==> src/hw/rtl/afs_pkg.sv <==
`timescale 1ns / 1ps
// Shared types, constants and lookup tables for the ADTS frame scanner.
// No dependencies; used by every module under hw/rtl.
package afs_pkg;

    localparam int COUNT_WIDTH   = 16;
    localparam int LEN_W         = 13;
    localparam int RIDX_W        = 4;
    localparam int RATE_W        = 17;
    localparam int DUR_W         = 14;
    localparam int FCNT_W        = 16;
    localparam int OUT_DATA_W    = 64;
    localparam int WIN_DEPTH     = 6;
    localparam int FILL_W        = 3;
    localparam int QUEUE_DEPTH   = 2;
    localparam int QPTR_W        = (QUEUE_DEPTH > 1) ? $clog2(QUEUE_DEPTH) : 1;
    localparam int QCNT_W        = $clog2(QUEUE_DEPTH + 1);

    localparam logic [7:0]        SYNC_BYTE   = 8'hFF;
    localparam logic [7:0]        SYNC2_MASK  = 8'hF6;
    localparam logic [7:0]        SYNC2_VALUE = 8'hF0;
    localparam logic [RIDX_W-1:0] RIDX_COUNT  = 4'd13;
    localparam logic [LEN_W-1:0]  HDR_LEN     = 13'd7;
    localparam logic [DUR_W-1:0]  DUR_DEFAULT = 14'd1920;
    localparam logic [COUNT_WIDTH-1:0] COUNT_MAX = {COUNT_WIDTH{1'b1}};

    typedef enum logic {
        KIND_FRAME   = 1'b0,
        KIND_SUMMARY = 1'b1
    } kind_t;

    // one accepted byte's worth of results: an optional frame report and
    // an optional end-of-buffer summary
    typedef struct packed {
        logic              frame_valid;
        logic              sum_valid;
        logic [LEN_W-1:0]  length;
        logic [RIDX_W-1:0] frame_ridx;
        logic [RIDX_W-1:0] sum_ridx;
        logic              sum_seen;
        logic [FCNT_W-1:0] count;
    } job_t;

    typedef struct packed {
        logic full;
        logic empty;
    } q_status_t;

    function automatic logic [RATE_W-1:0] rate_of(input logic [RIDX_W-1:0] idx);
        logic [RATE_W-1:0] r;
        case (idx)
            4'd0:    r = 17'd96000;
            4'd1:    r = 17'd88200;
            4'd2:    r = 17'd64000;
            4'd3:    r = 17'd48000;
            4'd4:    r = 17'd44100;
            4'd5:    r = 17'd32000;
            4'd6:    r = 17'd24000;
            4'd7:    r = 17'd22050;
            4'd8:    r = 17'd16000;
            4'd9:    r = 17'd12000;
            4'd10:   r = 17'd11025;
            4'd11:   r = 17'd8000;
            4'd12:   r = 17'd7350;
            default: r = 17'd0;
        endcase
        return r;
    endfunction

    // 1024 samples in 90 kHz ticks, rounded to nearest
    function automatic logic [DUR_W-1:0] dur_of(input logic [RIDX_W-1:0] idx);
        logic [DUR_W-1:0] d;
        case (idx)
            4'd0:    d = 14'd960;
            4'd1:    d = 14'd1045;
            4'd2:    d = 14'd1440;
            4'd3:    d = 14'd1920;
            4'd4:    d = 14'd2090;
            4'd5:    d = 14'd2880;
            4'd6:    d = 14'd3840;
            4'd7:    d = 14'd4180;
            4'd8:    d = 14'd5760;
            4'd9:    d = 14'd7680;
            4'd10:   d = 14'd8359;
            4'd11:   d = 14'd11520;
            4'd12:   d = 14'd12539;
            default: d = DUR_DEFAULT;
        endcase
        return d;
    endfunction

endpackage

==> src/hw/rtl/adts_frame_scanner.sv <==
`timescale 1ns / 1ps
// Channel  Dir  Handshake          Payload
// s_axis   in   tvalid/tready      tdata[7:0] data_byte, tlast end_of_buffer
// m_axis   out  tvalid/tready      tdata: see port, tuser kind, tlast last_of_run
//
// One byte per cycle is taken while the job queue has room; bytes that end a
// frame or a buffer push one job, which the back end turns into one or two
// results, one per cycle while the output is ready; a byte with both a frame and a
// summary yields a frame report, then a summary. Each job passes the queue and the
// output register. Reset clears all scan state, the queue and the output valid flag.
// A stalled output fills the two-entry queue before input ready drops.
// Top level of the ADTS frame scanner; uses afs_pkg, afs_front, afs_queue, afs_back.
module adts_frame_scanner (
    input  logic                           clk,
    input  logic                           rst_n,
    input  logic                           s_axis_tvalid,
    output logic                           s_axis_tready,
    input  logic [7:0]                     s_axis_tdata,  // [7:0] data_byte
    input  logic                           s_axis_tlast,
    output logic                           m_axis_tvalid,
    input  logic                           m_axis_tready,
    // [12:0] frame_length, [16:13] rate_index, [33:17] rate_hz,
    // [47:34] frame_duration, [63:48] frame_count
    output logic [afs_pkg::OUT_DATA_W-1:0] m_axis_tdata,
    output logic                           m_axis_tuser,  // [0] kind
    output logic                           m_axis_tlast
);

    afs_pkg::job_t      push_job;
    afs_pkg::job_t      head;
    afs_pkg::q_status_t status;
    logic               push;
    logic               pop;
    logic               accept;

    assign s_axis_tready = !status.full;
    assign accept        = s_axis_tvalid && s_axis_tready;

    afs_front u_front (
        .clk           (clk),
        .rst_n         (rst_n),
        .accept        (accept),
        .data_byte     (s_axis_tdata),
        .end_of_buffer (s_axis_tlast),
        .push          (push),
        .job           (push_job)
    );

    afs_queue u_queue (
        .clk      (clk),
        .rst_n    (rst_n),
        .push     (push),
        .push_job (push_job),
        .pop      (pop),
        .head     (head),
        .status   (status)
    );

    afs_back u_back (
        .clk           (clk),
        .rst_n         (rst_n),
        .head          (head),
        .status        (status),
        .pop           (pop),
        .m_axis_tvalid (m_axis_tvalid),
        .m_axis_tready (m_axis_tready),
        .m_axis_tdata  (m_axis_tdata),
        .m_axis_tuser  (m_axis_tuser),
        .m_axis_tlast  (m_axis_tlast)
    );

endmodule

==> src/hw/rtl/afs_front.sv <==
`timescale 1ns / 1ps
// Front end: header window, sync/header check, frame byte counting and
// frame tally. Emits one job per byte that causes results. Uses afs_pkg.
module afs_front (
    input  logic              clk,
    input  logic              rst_n,
    input  logic              accept,
    input  logic [7:0]        data_byte,
    input  logic              end_of_buffer,
    output logic              push,
    output afs_pkg::job_t     job
);

    logic [7:0]                      win_reg [afs_pkg::WIN_DEPTH];
    logic [7:0]                      win_next [afs_pkg::WIN_DEPTH];
    logic [afs_pkg::FILL_W-1:0]      fill_reg, fill_next;
    logic                            in_frame_reg, in_frame_next;
    logic [afs_pkg::LEN_W-1:0]       left_reg, left_next;
    logic [afs_pkg::LEN_W-1:0]       cur_len_reg, cur_len_next;
    logic [afs_pkg::RIDX_W-1:0]      cur_ridx_reg, cur_ridx_next;
    logic [afs_pkg::COUNT_WIDTH-1:0] cnt_reg, cnt_next;
    logic [afs_pkg::RIDX_W-1:0]      last_ridx_reg, last_ridx_next;
    logic                            seen_reg, seen_next;

    logic [afs_pkg::RIDX_W-1:0]      hdr_ridx;
    logic [afs_pkg::LEN_W-1:0]       hdr_len;
    logic                            hdr_ok;
    logic                            done;
    logic [afs_pkg::LEN_W-1:0]       frame_len;
    logic [afs_pkg::RIDX_W-1:0]      frame_ridx;
    logic [afs_pkg::COUNT_WIDTH-1:0] cnt_after;

    assign hdr_ridx = win_reg[2][5:2];
    assign hdr_len  = {win_reg[3][1:0], win_reg[4], win_reg[5][7:5]};
    assign hdr_ok   = (win_reg[0] == afs_pkg::SYNC_BYTE)
                   && ((win_reg[1] & afs_pkg::SYNC2_MASK) == afs_pkg::SYNC2_VALUE)
                   && (hdr_ridx < afs_pkg::RIDX_COUNT)
                   && (hdr_len >= afs_pkg::HDR_LEN);

    always_comb
    begin
        for (int i = 0; i < afs_pkg::WIN_DEPTH; i++)
        begin
            win_next[i] = win_reg[i];
        end
        fill_next      = fill_reg;
        in_frame_next  = in_frame_reg;
        left_next      = left_reg;
        cur_len_next   = cur_len_reg;
        cur_ridx_next  = cur_ridx_reg;
        last_ridx_next = last_ridx_reg;
        seen_next      = seen_reg;
        done           = 1'b0;
        frame_len      = cur_len_reg;
        frame_ridx     = cur_ridx_reg;

        if (in_frame_reg)
        begin
            left_next = (left_reg != '0) ? left_reg - 1'b1 : left_reg;
            done      = (left_reg <= afs_pkg::LEN_W'(1));
        end
        else if (fill_reg < afs_pkg::FILL_W'(afs_pkg::WIN_DEPTH))
        begin
            for (int i = 0; i < afs_pkg::WIN_DEPTH; i++)
            begin
                if (fill_reg == afs_pkg::FILL_W'(i))
                begin
                    win_next[i] = data_byte;
                end
            end
            fill_next = fill_reg + 1'b1;
        end
        else if (hdr_ok)
        begin
            in_frame_next = 1'b1;
            cur_len_next  = hdr_len;
            cur_ridx_next = hdr_ridx;
            left_next     = hdr_len - afs_pkg::HDR_LEN;
            fill_next     = '0;
            frame_len     = hdr_len;
            frame_ridx    = hdr_ridx;
            done          = (hdr_len == afs_pkg::HDR_LEN);
        end
        else
        begin
            // bad header: drop oldest byte, new byte becomes the sixth
            for (int i = 0; i < afs_pkg::WIN_DEPTH - 1; i++)
            begin
                win_next[i] = win_reg[i+1];
            end
            win_next[afs_pkg::WIN_DEPTH-1] = data_byte;
        end

        cnt_after = (done && (cnt_reg != afs_pkg::COUNT_MAX)) ? cnt_reg + 1'b1 : cnt_reg;
        cnt_next  = cnt_after;
        if (done)
        begin
            last_ridx_next = frame_ridx;
            seen_next      = 1'b1;
            in_frame_next  = 1'b0;
        end

        job.frame_valid = done;
        job.sum_valid   = end_of_buffer;
        job.length      = frame_len;
        job.frame_ridx  = frame_ridx;
        job.sum_ridx    = last_ridx_next;
        job.sum_seen    = seen_next;
        job.count       = afs_pkg::FCNT_W'(cnt_after);

        if (end_of_buffer)
        begin
            for (int i = 0; i < afs_pkg::WIN_DEPTH; i++)
            begin
                win_next[i] = '0;
            end
            fill_next      = '0;
            in_frame_next  = 1'b0;
            left_next      = '0;
            cur_len_next   = '0;
            cur_ridx_next  = '0;
            cnt_next       = '0;
            last_ridx_next = '0;
            seen_next      = 1'b0;
        end
    end

    assign push = accept && (done || end_of_buffer);

    always_ff @(posedge clk or negedge rst_n)
    begin
        if (!rst_n)
        begin
            for (int i = 0; i < afs_pkg::WIN_DEPTH; i++)
            begin
                win_reg[i] <= '0;
            end
            fill_reg      <= '0;
            in_frame_reg  <= 1'b0;
            left_reg      <= '0;
            cur_len_reg   <= '0;
            cur_ridx_reg  <= '0;
            cnt_reg       <= '0;
            last_ridx_reg <= '0;
            seen_reg      <= 1'b0;
        end
        else if (accept)
        begin
            for (int i = 0; i < afs_pkg::WIN_DEPTH; i++)
            begin
                win_reg[i] <= win_next[i];
            end
            fill_reg      <= fill_next;
            in_frame_reg  <= in_frame_next;
            left_reg      <= left_next;
            cur_len_reg   <= cur_len_next;
            cur_ridx_reg  <= cur_ridx_next;
            cnt_reg       <= cnt_next;
            last_ridx_reg <= last_ridx_next;
            seen_reg      <= seen_next;
        end
    end

endmodule

==> src/hw/rtl/afs_queue.sv <==
`timescale 1ns / 1ps
// Short job queue between front end and back end.
// Uses afs_pkg for the job type and depth.
module afs_queue (
    input  logic               clk,
    input  logic               rst_n,
    input  logic               push,
    input  afs_pkg::job_t      push_job,
    input  logic               pop,
    output afs_pkg::job_t      head,
    output afs_pkg::q_status_t status
);

    afs_pkg::job_t               mem [afs_pkg::QUEUE_DEPTH];
    logic [afs_pkg::QPTR_W-1:0]  wr_ptr_reg, wr_ptr_next;
    logic [afs_pkg::QPTR_W-1:0]  rd_ptr_reg, rd_ptr_next;
    logic [afs_pkg::QCNT_W-1:0]  count_reg, count_next;
    logic                        do_push;
    logic                        do_pop;

    assign status.full  = (count_reg == afs_pkg::QCNT_W'(afs_pkg::QUEUE_DEPTH));
    assign status.empty = (count_reg == '0);
    assign do_push      = push && !status.full;
    assign do_pop       = pop && !status.empty;
    assign head         = mem[rd_ptr_reg];

    always_comb
    begin
        wr_ptr_next = wr_ptr_reg;
        rd_ptr_next = rd_ptr_reg;
        count_next  = count_reg;
        if (do_push)
        begin
            wr_ptr_next = (wr_ptr_reg == afs_pkg::QPTR_W'(afs_pkg::QUEUE_DEPTH - 1))
                        ? '0 : wr_ptr_reg + 1'b1;
        end
        if (do_pop)
        begin
            rd_ptr_next = (rd_ptr_reg == afs_pkg::QPTR_W'(afs_pkg::QUEUE_DEPTH - 1))
                        ? '0 : rd_ptr_reg + 1'b1;
        end
        case ({do_push, do_pop})
            2'b10:   count_next = count_reg + 1'b1;
            2'b01:   count_next = count_reg - 1'b1;
            default: count_next = count_reg;
        endcase
    end

    always_ff @(posedge clk or negedge rst_n)
    begin
        if (!rst_n)
        begin
            wr_ptr_reg <= '0;
            rd_ptr_reg <= '0;
            count_reg  <= '0;
        end
        else
        begin
            wr_ptr_reg <= wr_ptr_next;
            rd_ptr_reg <= rd_ptr_next;
            count_reg  <= count_next;
        end
    end

    always_ff @(posedge clk)
    begin
        if (do_push)
        begin
            mem[wr_ptr_reg] <= push_job;
        end
    end

endmodule

==> src/hw/rtl/afs_back.sv <==
`timescale 1ns / 1ps
// Back end: splits a job into frame report and summary, looks up rate and
// duration, and holds the result in the output register. Uses afs_pkg.
module afs_back (
    input  logic                           clk,
    input  logic                           rst_n,
    input  afs_pkg::job_t                  head,
    input  afs_pkg::q_status_t             status,
    output logic                           pop,
    output logic                           m_axis_tvalid,
    input  logic                           m_axis_tready,
    output logic [afs_pkg::OUT_DATA_W-1:0] m_axis_tdata,
    output logic                           m_axis_tuser,
    output logic                           m_axis_tlast
);

    logic                           valid_reg, valid_next;
    logic                           phase_reg, phase_next;
    logic [afs_pkg::OUT_DATA_W-1:0] data_reg, data_next;
    logic                           user_reg, user_next;
    logic                           last_reg, last_next;
    logic                           load;
    logic                           emit_frame;
    logic                           seen;
    logic [afs_pkg::RIDX_W-1:0]     ridx;
    logic [afs_pkg::LEN_W-1:0]      len;
    logic [afs_pkg::RATE_W-1:0]     rate;
    logic [afs_pkg::DUR_W-1:0]      dur;

    assign load       = !valid_reg || m_axis_tready;
    assign emit_frame = head.frame_valid && !phase_reg;
    assign seen       = emit_frame || head.sum_seen;
    assign ridx       = emit_frame ? head.frame_ridx : head.sum_ridx;
    assign len        = emit_frame ? head.length : '0;
    assign rate       = seen ? afs_pkg::rate_of(ridx) : '0;
    assign dur        = seen ? afs_pkg::dur_of(ridx) : afs_pkg::DUR_DEFAULT;

    always_comb
    begin
        valid_next = valid_reg;
        phase_next = phase_reg;
        pop        = 1'b0;
        data_next  = {head.count, dur, rate, ridx, len};
        user_next  = emit_frame ? afs_pkg::KIND_FRAME : afs_pkg::KIND_SUMMARY;
        last_next  = !(emit_frame && head.sum_valid);
        if (load)
        begin
            valid_next = !status.empty;
            if (!status.empty)
            begin
                if (emit_frame && head.sum_valid)
                begin
                    phase_next = 1'b1;
                end
                else
                begin
                    phase_next = 1'b0;
                    pop        = 1'b1;
                end
            end
        end
    end

    always_ff @(posedge clk or negedge rst_n)
    begin
        if (!rst_n)
        begin
            valid_reg <= 1'b0;
            phase_reg <= 1'b0;
        end
        else
        begin
            valid_reg <= valid_next;
            phase_reg <= phase_next;
        end
    end

    always_ff @(posedge clk)
    begin
        if (load)
        begin
            data_reg <= data_next;
            user_reg <= user_next;
            last_reg <= last_next;
        end
    end

    assign m_axis_tvalid = valid_reg;
    assign m_axis_tdata  = data_reg;
    assign m_axis_tuser  = user_reg;
    assign m_axis_tlast  = last_reg;

endmodule

==> config.mk <==
export PLATFORM = sky130hd
export DESIGN_NAME = adts_frame_scanner
export DESIGN_NICKNAME = d
export VERILOG_FILES = /design/src/hw/rtl/afs_pkg.sv /design/src/hw/rtl/adts_frame_scanner.sv /design/src/hw/rtl/afs_front.sv /design/src/hw/rtl/afs_queue.sv /design/src/hw/rtl/afs_back.sv
export SDC_FILE = /design/constraint.sdc
export NUM_CORES = 1
export LEC_CHECK = 0
export ABC_AREA = 1
export BUFFER_PORTS_ARGS = -buffer_cell sky130_fd_sc_hd__buf_2
export CORE_ASPECT_RATIO = 2
export CORE_UTILIZATION = 55
export DETAILED_ROUTE_END_ITERATION = 10
export PLACE_DENSITY = 0.76
export SYNTH_ARGS = -nofsm -noshare
export SYNTH_HDL_FRONTEND = slang
export SYNTH_SLANG_ARGS = --single-unit
==> constraint.sdc <==
create_clock -name clk -period 3.6 [get_ports clk]
set_input_delay 0.54 -clock clk [delete_from_list [all_inputs] [get_ports clk]]
set_output_delay 0.54 -clock clk [all_outputs]
set_load 0.1 [all_outputs]
# Yosys cells after proc, flatten, opt, wreduce, memory -nomap -nowiden
# Memories as Yosys holds them, arrays and structs flattened. A register that Yosys moved wholly into a read port is not among the register bits.
# Cells that the tools add are included.
# totals
ff_bits	144
ram_bits	80
mem_bits_ro	496
word_cells	148
memories	3
# op_classes
n_addsub	8
magnitude_cmp	4
n_eq_ne	22
muxes	52
n_bitwise	1
n_reduce_logical	35
# memory_table
name	depth	word_bits	read_ports	rd_ports_with_merged_regs	write_ports	line_no	text
(no name shown)	16	17	1	1	0	afs_pkg.sv:51	case (idx)
(no name shown)	16	14	1	1	0	afs_pkg.sv:73	case (idx)
u_queue.mem	2	40	1	0	1	afs_queue.sv:14	afs_pkg::job_t mem [afs_pkg::QUEUE_DEPTH];
# ops
op	count
$mux W48	4
$mux W13	9
$mux W8	6
$mux W16	2
$mux W4	7
$reduce_and A4 Y1	7
$ne A3 B3 Y1 const B	8
$mux W1	19
$add A16 B1 Y16 const B	1
$ne A16 B16 Y1 const B	1
$eq A13 B3 Y1 const B	1
$ge A13 B3 Y1 const B	1
$le A13 B1 Y1 const B	1
$reduce_bool A13 Y1	1
$sub A13 B1 Y13 const B	1
$sub A13 B3 Y13 const B	1
$mux W3	4
$logic_and A1 B1 Y1	10
$eq A8 B8 Y1 const B	1
$logic_not A1 Y1	7
$eq A3 B2 Y1 const B	2
$eq A3 B3 Y1 const B	2
$eq A6 B6 Y1 const B	1
$reduce_bool A3 Y1	2
19 further kinds	23

# Depth between registers and ports, before layout
# Gate-level depths: netlist of the first run.
# depth
ltp_word	12
ltp_mapped	15
ltp_nobuf	15

# Hierarchy
# Synthesis of the first run repeated with hierarchy kept, for this count alone.
# unflattened
hier_cells	1429
hier_area_um2	12677.2
# modules_own_cells
mod	instances	cells_per_inst	area_each_um2
afs_front	1	929	6531.3
afs_queue	1	242	3169.3
afs_back	1	255	2962.8
adts_frame_scanner	1	3	13.8

# Worst setup path before layout of the first run
# Ideal clock, no wire load.
# synth_path
kind	flip-flop to flip-flop
start	register u_queue.count_reg[0] (netlist bit)
end	memory u_queue.mem[0][0] (netlist bit), enable pin
setup_time_ns	0.437
t_arrival_ns	3.326
slack_ns	-0.163
stages_incl_launch_ff	7
synth_period_minus_slack_ns	3.763
path_cell_list	dfrtp_1 -> inv_1 -> nand2_1 -> nand2_1 -> inv_1 -> o21ai_2 -> nor2_1
# synth_via
elab_chain_len	7
# synth_rtl
item	line_no	text
start: declaration	afs_queue.sv:17	logic [afs_pkg::QCNT_W-1:0] count_reg, count_next;
start signal: assignment	afs_queue.sv:61	count_reg <= count_next;
$eq A2 B2 Y1 (*)	afs_queue.sv:21	assign status.full = (count_reg == afs_pkg::QCNT_W'(afs_pkg::QUEUE_DEPTH));
$logic_not A1 Y1 (*)	adts_frame_scanner.sv:36	assign s_axis_tready = !status.full;
net s_axis_tready	adts_frame_scanner.sv:17	output logic s_axis_tready,
$logic_and A1 B1 Y1	adts_frame_scanner.sv:37	assign accept = s_axis_tvalid && s_axis_tready;
$logic_and A1 B1 Y1	afs_front.sv:128	assign push = accept && (done || end_of_buffer);
$logic_and A1 B1 Y1 (*)	afs_queue.sv:23	assign do_push = push && !status.full;
$mux W1 (*)	afs_queue.sv:67	if (do_push)
$mux W1 (implied by the code) (*)	afs_queue.sv:69	mem[wr_ptr_reg] <= push_job;
end: declaration	afs_queue.sv:14	
# Mark *: on every way through the listed nets, which the timed path passes. The rest lies on a longest branch.

# Worst setup path in the final report of the first run
# layout_path
start	register u_queue.rd_ptr_reg
end	register u_back.data_reg, in the netlist u_back.m_axis_tdata[34] (data pin)
# layout_via
elab_cells_between_ends	5
# layout_lines
item	line_no	text
start: declaration	afs_queue.sv:16	logic [afs_pkg::QPTR_W-1:0] rd_ptr_reg, rd_ptr_next;
start signal: assignment	afs_queue.sv:60	rd_ptr_reg <= rd_ptr_next;
$mem_v2 Z2 W40 (*)	-	
$logic_and A1 B1 Y1	afs_back.sv:31	assign emit_frame = head.frame_valid && !phase_reg;
$mux W4 (*)	afs_back.sv:33	assign ridx = emit_frame ? head.frame_ridx : head.sum_ridx;
net u_back.ridx (one bit)	afs_back.sv:25	logic [afs_pkg::RIDX_W-1:0] ridx;
end: declaration	afs_back.sv:19	logic [afs_pkg::OUT_DATA_W-1:0] data_reg, data_next;
# Marks and branches as above.
# A chain may end at the register's enable or synchronous reset.

==> impl_metrics.tcl, run 1 <==
set metrics [dict create \
    outcome "finished clean" \
    synth_xor_area_share_pct 1.50 \
    die_w_um 107 \
    yosys-mux-area-fraction_pct 0.0823 \
    place.port_buffers 80 \
    grt_pass1_wl_mm 43.6 \
    yosys_warnings 0 \
    cp_max_fo 23 \
    coreArea_um2 21600 \
    grt_setup_unrepaired "no" \
    critPathMostFrequentCell "inv_1" \
    grt_max_degree 45 \
    syn_area_per_cell_um2 9.25 \
    place_congestion 0.924 \
    regToRegStartpoint "u_queue.rd_ptr_reg" \
    synth.area.top_cells "edfxtp_1 36%, dfrtp_1 22%, nand2_1 13%" \
    arrival_ns 3.14 \
    drc_errors 0 \
    drtIter0Drc 496 \
    vias 9046 \
    drive_gt1_share_pct 14.8 \
    slowest_delay_ns 0.34 \
    worstSetupStartpointType "register" \
    dieArea_um2 22700 \
    worstHoldPathType "in -> async" \
    yosysTopAreaCell "edfxtp_1" \
    start_util_pct 56.3 \
    synth-compound-area-share_pct 9.15 \
    worst_path_max_delay_cell "dfrtp_1" \
    cts_tree "done" \
    placed_area_um2 12800 \
    post-synth-top-count-cell "nand2_1" \
    synth_top_family_by_area "simple AND/OR/NAND/NOR gates" \
    finalCriticalPeriod_ns 2.89 \
    critPathKind "reg -> reg" \
    ant_nets 0 \
    firstDrtPassIters 7 \
    p_per_area_nw_per_um2 943 \
    peakVddDrop_v 0.00102 \
    ys_ff_latch 254 \
    yosysUniqueCellTypes 48 \
    dp.final_hpwl_mm 19.6 \
    rows 76 \
    slew_headroom_pct 40.9 \
    design_area_um2 13500 \
    mappedNetlistNets 1346 \
    synth_commonest_cells "436 x nand2_1, 145 x edfxtp_1, 110 x inv_1" \
    path_cells "buf_4, inv_2, o21ai_2, buf_4, o21ai_0, o21ai_2, inv_1, ha_1, inv_1, nor2_1, inv_1, nand2_1, inv_1, o21ai_0" \
    overflow 0 \
    synth-simple-area-share_pct 23.2 \
    timing.hold.ws_ns 0.0105 \
    crit_path_end_kind "register" \
    p_leak_uw 0.00613 \
    tightest_slew_ns 0.886 \
    wire_per_inst_um 16.0 \
    final_hold_viol_count 0 \
    final_max_slew_viol_count 0 \
    cts_hold_buf 0 \
    nets 1423 \
    cts_setup_buffers 0 \
    finalSetupViolCount 0 \
    ys_seq_area_share_pct 58.2 \
    synthAdderAreaFrac_pct 1.85 \
    clock-sinks 254 \
    setup-tns-final_ns 0 \
    die_h_um 212 \
    period_share_pct 80.2 \
    num_io_pins 81 \
    antenna_found_initial 0 \
    grt_util_all_layers_pct 24.8 \
    vias_per_cell 5.38 \
    area.growth.synth_to_final_pct 11.2 \
    largest_register_ffs 80 \
    grt_pass1_vias 8892 \
    synth_top_area_share_pct 35.8 \
    syn_inst 1315 \
    routed_wl_mm 27.0 \
    cts_root_buf "clkbuf_16" \
    cts_resized 0 \
    cp.required_ns 3.86 \
    antennaDiodeCount 0 \
    clockBufferDepth 3 \
    cts_made_buffers 22 \
    clock_skew_ns 0.0184 \
    clock_latency_ns 0.53 \
    netlist_area_um2 12200 \
    async_reset_ff_share_pct 42.9 \
    synth-edff-count 145 \
    crit_start "u_queue.rd_ptr_reg" \
    max-cap-violations 0 \
    htreeDepth 1 \
    clk_pin_slew_ns 0.07 \
    synth_flop_cell "edfxtp_1" \
    fmax_mhz 346 \
]
[layer usage]
metal | global-route usage [%] | share of wire, % | vias to the layer above
met5 | 0 | 0 | -
met1 | 25.2 | 35 | 4228
met2 | 46.9 | 55 | 274
met3 | 2.36 | 4.0 | 83
li1 | - | - | 4461
met4 | 17.1 | 6.5 | 0
[area by class of cell]
class                           count  area (um^2)
Inverter                          128          485
Clock buffer                       23          554
Fill cell                        1731         8070
Multi-Input combinational cell    891         4370
Clock inverter                     17          158
Tap cell                          273          342
Sequential cell                   254         7080
Timing Repair Buffer               95          528
[critical path, delay by kind of cell, from the launching register on]
| family | cells | cell delay (ns) |
|---|---|---|
| AND/OR/NAND/NOR | 2 | 0.12 |
| AO/OA/AOI/OAI | 4 | 0.68 |
| buffers and inverters | 7 | 1.25 |
| adder cells (fa/ha/maj) | 1 | 0.21 |
| flip-flops | 1 | 0.34 |
[per-stage QoR]
| stage | utilization, % | cells | total power, uW | worst slack, ns |
|---|---|---|---|---|
| finish | 62.6 | 1681 | 12700 | 0.712 |
| global route | 62.6 | 1681 | 13400 | 0.478 |
| CTS | 62.6 | 1681 | 12800 | 0.742 |
| detailed placement | 59.3 | 1641 | 10400 | 0.769 |
| global placement | 59.3 | 1641 | 10300 | 0.856 |
| floorplan | - | 1315 | 9250 | -0.163 |
[path summary, 6_finish.rpt]
kind	slack [ns]	end	depth (start not counted)
max in group asynchronous	2.74	u_front.cnt_reg[0]	2
min in group clk	0.32	u_front.hdr_len[2]	3
hold / removal	0.01	u_front.left_reg[6]	1
hold reg to reg	0.47	u_front.win_reg[41]	2
setup / recovery	0.71	u_back.m_axis_tdata[34]	14
setup reg to reg	0.71	u_back.m_axis_tdata[34]	14
[cells by family (layout without fill, tap and decap cells)]
family,Yosys count,after routing
adders and majority gates,18,18
and+or+nand+nor,660,660
AOI/OAI and AO/OA,192,192
DFF,254,254
buffers and inverters,170,263
xor gates and xnor gates,20,20
muxes,1,1
[layout by cell type (no fill, tap or decap), types with 12 or more instances in the layout]
master,instances
xor2_1,15
o21ai_1,42
inv_1,109
o21ai_0,65
dfrtp_1,109
nand3_1,62
buf_4,15
buf_2,79
nor2_4,12
nand4_1,13
ha_1,18
nor2_1,86
nor3_1,16
a21oi_1,42
edfxtp_1,145
o21ai_2,23
nand2_1,436
clkbuf_16,22
inv_2,17
[where the power goes]
group	leakage [uW]	internal, uW	total (uW)	switching (uW)
logic	0.00290	1200	6010	4810
registers	0.00291	4010	4390	374
clock network	0.000328	1280	2360	1080
Note: power is estimated with default switching activity, not from simulation.
==> inputs of run 2 (changes only) <==
--- a/config.mk
+++ b/config.mk
@@ -8,9 +8,9 @@
 export ABC_AREA = 1
 export BUFFER_PORTS_ARGS = -buffer_cell sky130_fd_sc_hd__buf_2
 export CORE_ASPECT_RATIO = 2
-export CORE_UTILIZATION = 55
+export CORE_UTILIZATION = 61
 export DETAILED_ROUTE_END_ITERATION = 10
-export PLACE_DENSITY = 0.76
+export PLACE_DENSITY = 0.8
 export SYNTH_ARGS = -nofsm -noshare
 export SYNTH_HDL_FRONTEND = slang
 export SYNTH_SLANG_ARGS = --single-unit
==> constraint.sdc (replaced) <==
create_clock -name clk -period 2.67 [get_ports clk]
set_input_delay 0.4005 -clock clk [delete_from_list [all_inputs] [get_ports clk]]
set_output_delay 0.4005 -clock clk [all_outputs]
set_load 0.1 [all_outputs]
==> impl_metrics.tcl, run 2 (synthesis results as in run 1) <==
set metrics [dict create \
    p_sw_uw 8430 \
    grt_pass1_vias 9119 \
    vias 9321 \
    place.port_buffers 80 \
    r2r_slack_ns 0.19 \
    clockBufferDepth 3 \
    dieArea_um2 20500 \
    nets 1433 \
    clock_latency_ns 0.52 \
    p_leak_uw 0.00624 \
    die_h_um 202 \
    vias_per_cell 5.56 \
    slew_headroom_pct 35.0 \
    power_frac_clock_pct 19.5 \
    switching_share_pct 48.2 \
    die_w_um 102 \
    ant_nets 0 \
    grt_max_degree 46 \
    cts_made_buffers 22 \
    drc_errors 0 \
    firstDrtPassIters 5 \
    p_per_area_nw_per_um2 1280 \
    fmax_mhz 404 \
    crit_path_end_kind "register" \
    coreArea_um2 19500 \
    worstSetupStartpointType "register" \
    regToRegStartpoint "u_front.hdr_len[0]" \
    routed_wl_mm 27.1 \
    min_to "u_front.hdr_len[2]" \
    num_io_pins 81 \
    finalSetupViolCount 0 \
    final_hold_viol_count 0 \
    final.setup.worst_slack_ns 0.193 \
    drtIter0Drc 582 \
    grt_setup_unrepaired "no" \
    final_common_cell "nand2_1" \
    r2r_cells 14 \
    rows 72 \
    setup-tns-final_ns 0 \
    antennaDiodeCount 0 \
    seqPwrFrac_pct 33.9 \
    wire_per_inst_um 16.2 \
    final_max_slew_viol_count 0 \
    worstHoldPathType "in -> reg" \
    grt_util_all_layers_pct 27.7 \
    intPower_uw 9070 \
    fill_cells 1534 \
    peakVddDrop_v 0.00144 \
    max-cap-violations 0 \
    clock_skew_ns 0.00791 \
    worstHoldStart "s_axis_tdata[7]" \
    htreeDepth 1 \
    grt_pass1_wl_mm 44.0 \
    cts_tree "done" \
    final_cell_mix "436 x nand2_1, 145 x edfxtp_1, 109 x inv_1, 109 x dfrtp_1, 86 x nor2_1" \
    cts_root_buf "clkbuf_16" \
    outcome "finished clean" \
    dp_worst_setup_slack_ns 0.204 \
    critPathKind "reg -> reg" \
    dp.final_hpwl_mm 19.5 \
    antenna_found_initial 0 \
    largest_register_ffs 80 \
    r2r_end "u_queue.count_reg[1]" \
    clock-sinks 254 \
    area.growth.synth_to_final_pct 12.6 \
    arrival_ns 2.87 \
    tightest_slew_ns 0.974 \
    overflow 0 \
    cp.required_ns 3.07 \
    period_share_pct 92.8 \
    holdPathStages 3 \
    cp_max_fo 9 \
    comb_power_share_pct 46.6 \
    place_congestion 0.944 \
    start_util_pct 62.5 \
    finalCriticalPeriod_ns 2.48 \
    drive_gt1_share_pct 15.7 \
    clk_pin_slew_ns 0.07 \
]
[run 2: worst max-delay path by stage]
stage,startpoint,endpoint,slack [ns],cells past startpoint
after detailed placement,u_front.hdr_len[0],u_queue.count_reg[1],0.20,14
after CTS,u_queue.rd_ptr_reg,u_back.m_axis_tdata[34],0.18,13
after global placement,u_queue.rd_ptr_reg,u_back.m_axis_tdata[34],0.29,13
after floorplan,u_queue.count_reg[0],u_queue.mem[0][0],-0.43,6
final,u_front.hdr_len[0],u_queue.count_reg[1],0.19,14
after global routing,u_front.hdr_len[0],u_queue.count_reg[1],0.03,14
[run 2: power by group through the flow]
stage	clock (uW)	combinational, uW	sequential (uW)
global route	3600	8730	6040
CTS	3460	8120	5920
global placement	0	7970	5960
finish	3420	8160	5920
floorplan	0	3550	8920
detailed placement	0	8060	5990
[run 2: area by class of cell]
cell class	instances	area, um^2	share of cell area [%]
Timing Repair Buffer	105	643	4.70
Tap cell	259	324	2.37
Inverter	128	485	3.55
Sequential cell	254	7080	51.7
Multi-Input combinational cell	891	4380	32.0
Clock inverter	16	198	1.44
Clock buffer	24	579	4.23
[run 2: metal layers]
metal / track usage, % / part of all wire, %
met1: 28.7 / 35
met3: 3.16 / 4.1
met2: 51.1 / 55
met5: 0 / 0
met4: 17.9 / 6.3
[run 2: metrics by stage]
step | utilization [%] | cells | total power, uW | area (um^2) | hold WS [ns]
2_1_floorplan | - | 1315 | 12500 | 12200 | 0.105
5_1_grt | 70.3 | 1677 | 18400 | 13700 | 0.171
6_report | 70.3 | 1677 | 17500 | 13700 | 0.168
4_1_cts | 70.3 | 1677 | 17500 | 13700 | 0.149
3_5_place_dp | 66.3 | 1636 | 14100 | 12900 | 0.423
3_3_place_gp | 66.3 | 1636 | 13900 | 12900 | 0.419
[run 2: timing repair]
action                                 in CTS  in global routing
gates resized for setup                     0                  2
setup endpoints to repair                   0                  3
hold buffers                                1                  0
endpoints found under the hold margin      36                  0
setup buffers                               0                  0
[run 2: critical path, cell delays in order, from the launching register on]
cell and delay (ns):
dfrtp_1 0.40, ha_1 0.22, nand2_2 0.11, inv_2 0.07, nand2_1 0.05, nor2_1 0.04
nand2_1 0.05, nor2_1 0.04, nand2_1 0.15, nand2_4 0.14, o21ai_2 0.38, ha_1 0.34
a21oi_1 0.12, o21ai_0 0.12, xnor2_1 0.14
==> inputs of run 3 (changes only) <==
--- a/config.mk
+++ b/config.mk
@@ -7,10 +7,10 @@
 export LEC_CHECK = 0
 export ABC_AREA = 1
 export BUFFER_PORTS_ARGS = -buffer_cell sky130_fd_sc_hd__buf_2
+export CAP_MARGIN = 25
 export CORE_ASPECT_RATIO = 2
-export CORE_UTILIZATION = 61
+export CORE_UTILIZATION = 39
 export DETAILED_ROUTE_END_ITERATION = 10
-export PLACE_DENSITY = 0.8
 export SYNTH_ARGS = -nofsm -noshare
 export SYNTH_HDL_FRONTEND = slang
 export SYNTH_SLANG_ARGS = --single-unit
==> impl_metrics.tcl, run 3 (synthesis results as in run 1) <==
set metrics [dict create \
    peakVddDrop_v 0.000894 \
    grt_setup_unrepaired "no" \
    antenna_found_initial 0 \
    clock_skew_ns 0.0217 \
    rows 91 \
    p_sw_uw 8430 \
    max-cap-violations 0 \
    cts_made_buffers 22 \
    coreArea_um2 30700 \
    p_leak_uw 0.00626 \
    outcome "finished clean" \
    p_per_area_nw_per_um2 1260 \
    grt_util_all_layers_pct 18.4 \
    final_hold_viol_count 0 \
    place_congestion 0.914 \
    vias 9033 \
    dp_cells 1754 \
    dp.final_hpwl_mm 21.1 \
    crit_start "u_front.hdr_len[1]" \
    period_share_pct 90.0 \
    cts_root_buf "clkbuf_16" \
    grt_pass1_wl_mm 46.1 \
    slew_headroom_pct 60.2 \
    wire_per_inst_um 15.8 \
    final_cell_mix "436 x nand2_1, 145 x edfxtp_1, 109 x inv_1, 109 x dfrtp_1, 86 x nor2_1" \
    cts_setup_buffers 0 \
    drive_gt1_share_pct 16.2 \
    power_frac_clock_pct 19.4 \
    cp_max_fo 5 \
    switching_share_pct 48.3 \
    dieArea_um2 31900 \
    comb_power_share_pct 46.9 \
    ant_nets 0 \
    clock-sinks 254 \
    routed_wl_mm 28.3 \
    clockBufferDepth 3 \
    critPathKind "reg -> reg" \
    design_area_um2 13900 \
    grt_pass1_vias 9111 \
    start_util_pct 39.6 \
    place.port_buffers 80 \
    die_h_um 252 \
    placed_area_um2 13100 \
    total_power_uw 17500 \
    overflow 0 \
    crit_path_end_kind "register" \
    area.growth.synth_to_final_pct 14.0 \
    htreeDepth 1 \
    grt_max_degree 47 \
    seqPwrFrac_pct 33.7 \
    clk_pin_slew_ns 0.07 \
    worstHoldPathType "in -> reg" \
    regToRegStartpoint "u_front.hdr_len[1]" \
    drc_errors 0 \
    final_max_slew_viol_count 0 \
    die_w_um 127 \
    fmax_mhz 416 \
    finalSetupViolCount 0 \
    nets 1438 \
    fill_cells 2956 \
    cp.required_ns 3.08 \
    clock_latency_ns 0.53 \
    setup-tns-final_ns 0 \
    layout.cells.non_filler 1795 \
    intPower_uw 9040 \
    cts_tree "done" \
    firstDrtPassIters 5 \
    num_io_pins 81 \
    final_common_cell "nand2_1" \
    finalCriticalPeriod_ns 2.40 \
    worstHoldStart "s_axis_tdata[7]" \
    antennaDiodeCount 0 \
    tightest_slew_ns 0.595 \
    arrival_ns 2.81 \
    vias_per_cell 5.03 \
    drtIter0Drc 427 \
    largest_register_ffs 80 \
    worstSetupStartpointType "register" \
]
==> run 3: repair_timing <==
item	in CTS	in global routing
hold buffers	1	0
hold endpoints to repair	22	0
gates resized for setup	0	0
==> run 3: power by group through the flow <==
stage / registers [uW] / clock network, uW / logic (uW)
after floorplan: 8920 / 0 / 3550
after global placement: 5950 / 0 / 8170
after detailed placement: 5970 / 0 / 8240
after CTS: 5890 / 3490 / 8260
after global routing: 6000 / 3620 / 8830
final: 5880 / 3390 / 8190
==> run 3: area by class of cell <==
cell class / instances / area, um^2 / area share, %
clock buffer: 27 / 632 / 4.56
clock inverter: 13 / 145 / 1.05
inverter: 128 / 485 / 3.50
multi-input combinational: 891 / 4370 / 31.5
sequential: 254 / 7080 / 51.1
tap: 372 / 465 / 3.36
timing repair buffer: 110 / 681 / 4.91
==> run 3: path summary, 6_finish.rpt <==
| kind | to | slack [ns] | cells after the start |
|---|---|---|---|
| worst max-delay path | u_queue.count_reg[1] | 0.27 | 14 |
| min in group asynchronous | u_front.cnt_reg[3] | 0.35 | 2 |
| worst min-delay path | u_front.hdr_len[2] | 0.16 | 3 |
| worst max register to register | u_queue.count_reg[1] | 0.27 | 14 |
| max in group asynchronous | u_front.win_reg[31] | 1.44 | 3 |
| worst min register to register | u_front.win_reg[44] | 0.48 | 2 |
==> run 3: per-stage QoR <==
| stage | util, % | hold slack, ns | setup WS (ns) |
|---|---|---|---|
| 2_1_floorplan | - | 0.105 | -0.432 |
| 3_3_place_gp | 42.5 | 0.350 | 0.245 |
| 3_5_place_dp | 42.5 | 0.350 | 0.229 |
| 4_1_cts | 45.1 | 0.135 | 0.231 |
| 5_1_grt | 45.1 | 0.182 | 0.0540 |
| 6_report | 45.1 | 0.164 | 0.268 |
==> run 3: critical path, stage by stage (launching register included) <==
cell and delay (ns):
dfrtp_1 0.40, ha_1 0.21, nand2_2 0.11, inv_2 0.06
nand2_1 0.06, nor2_1 0.04, nand2_1 0.07, nor2_1 0.05
nand2_1 0.13, nand2_4 0.06, o21ai_2 0.40, ha_1 0.35
a21oi_1 0.11, o21ai_0 0.12, xnor2_1 0.14
==> run 3: per-layer routing <==
| layer | track usage [%] | share of wire [%] |
|---|---|---|
| met1 | 17.9 | 35 |
| met5 | 0 | 0 |
| met4 | 10.9 | 5.6 |
| met3 | 1.80 | 2.8 |
| met2 | 36.7 | 57 |
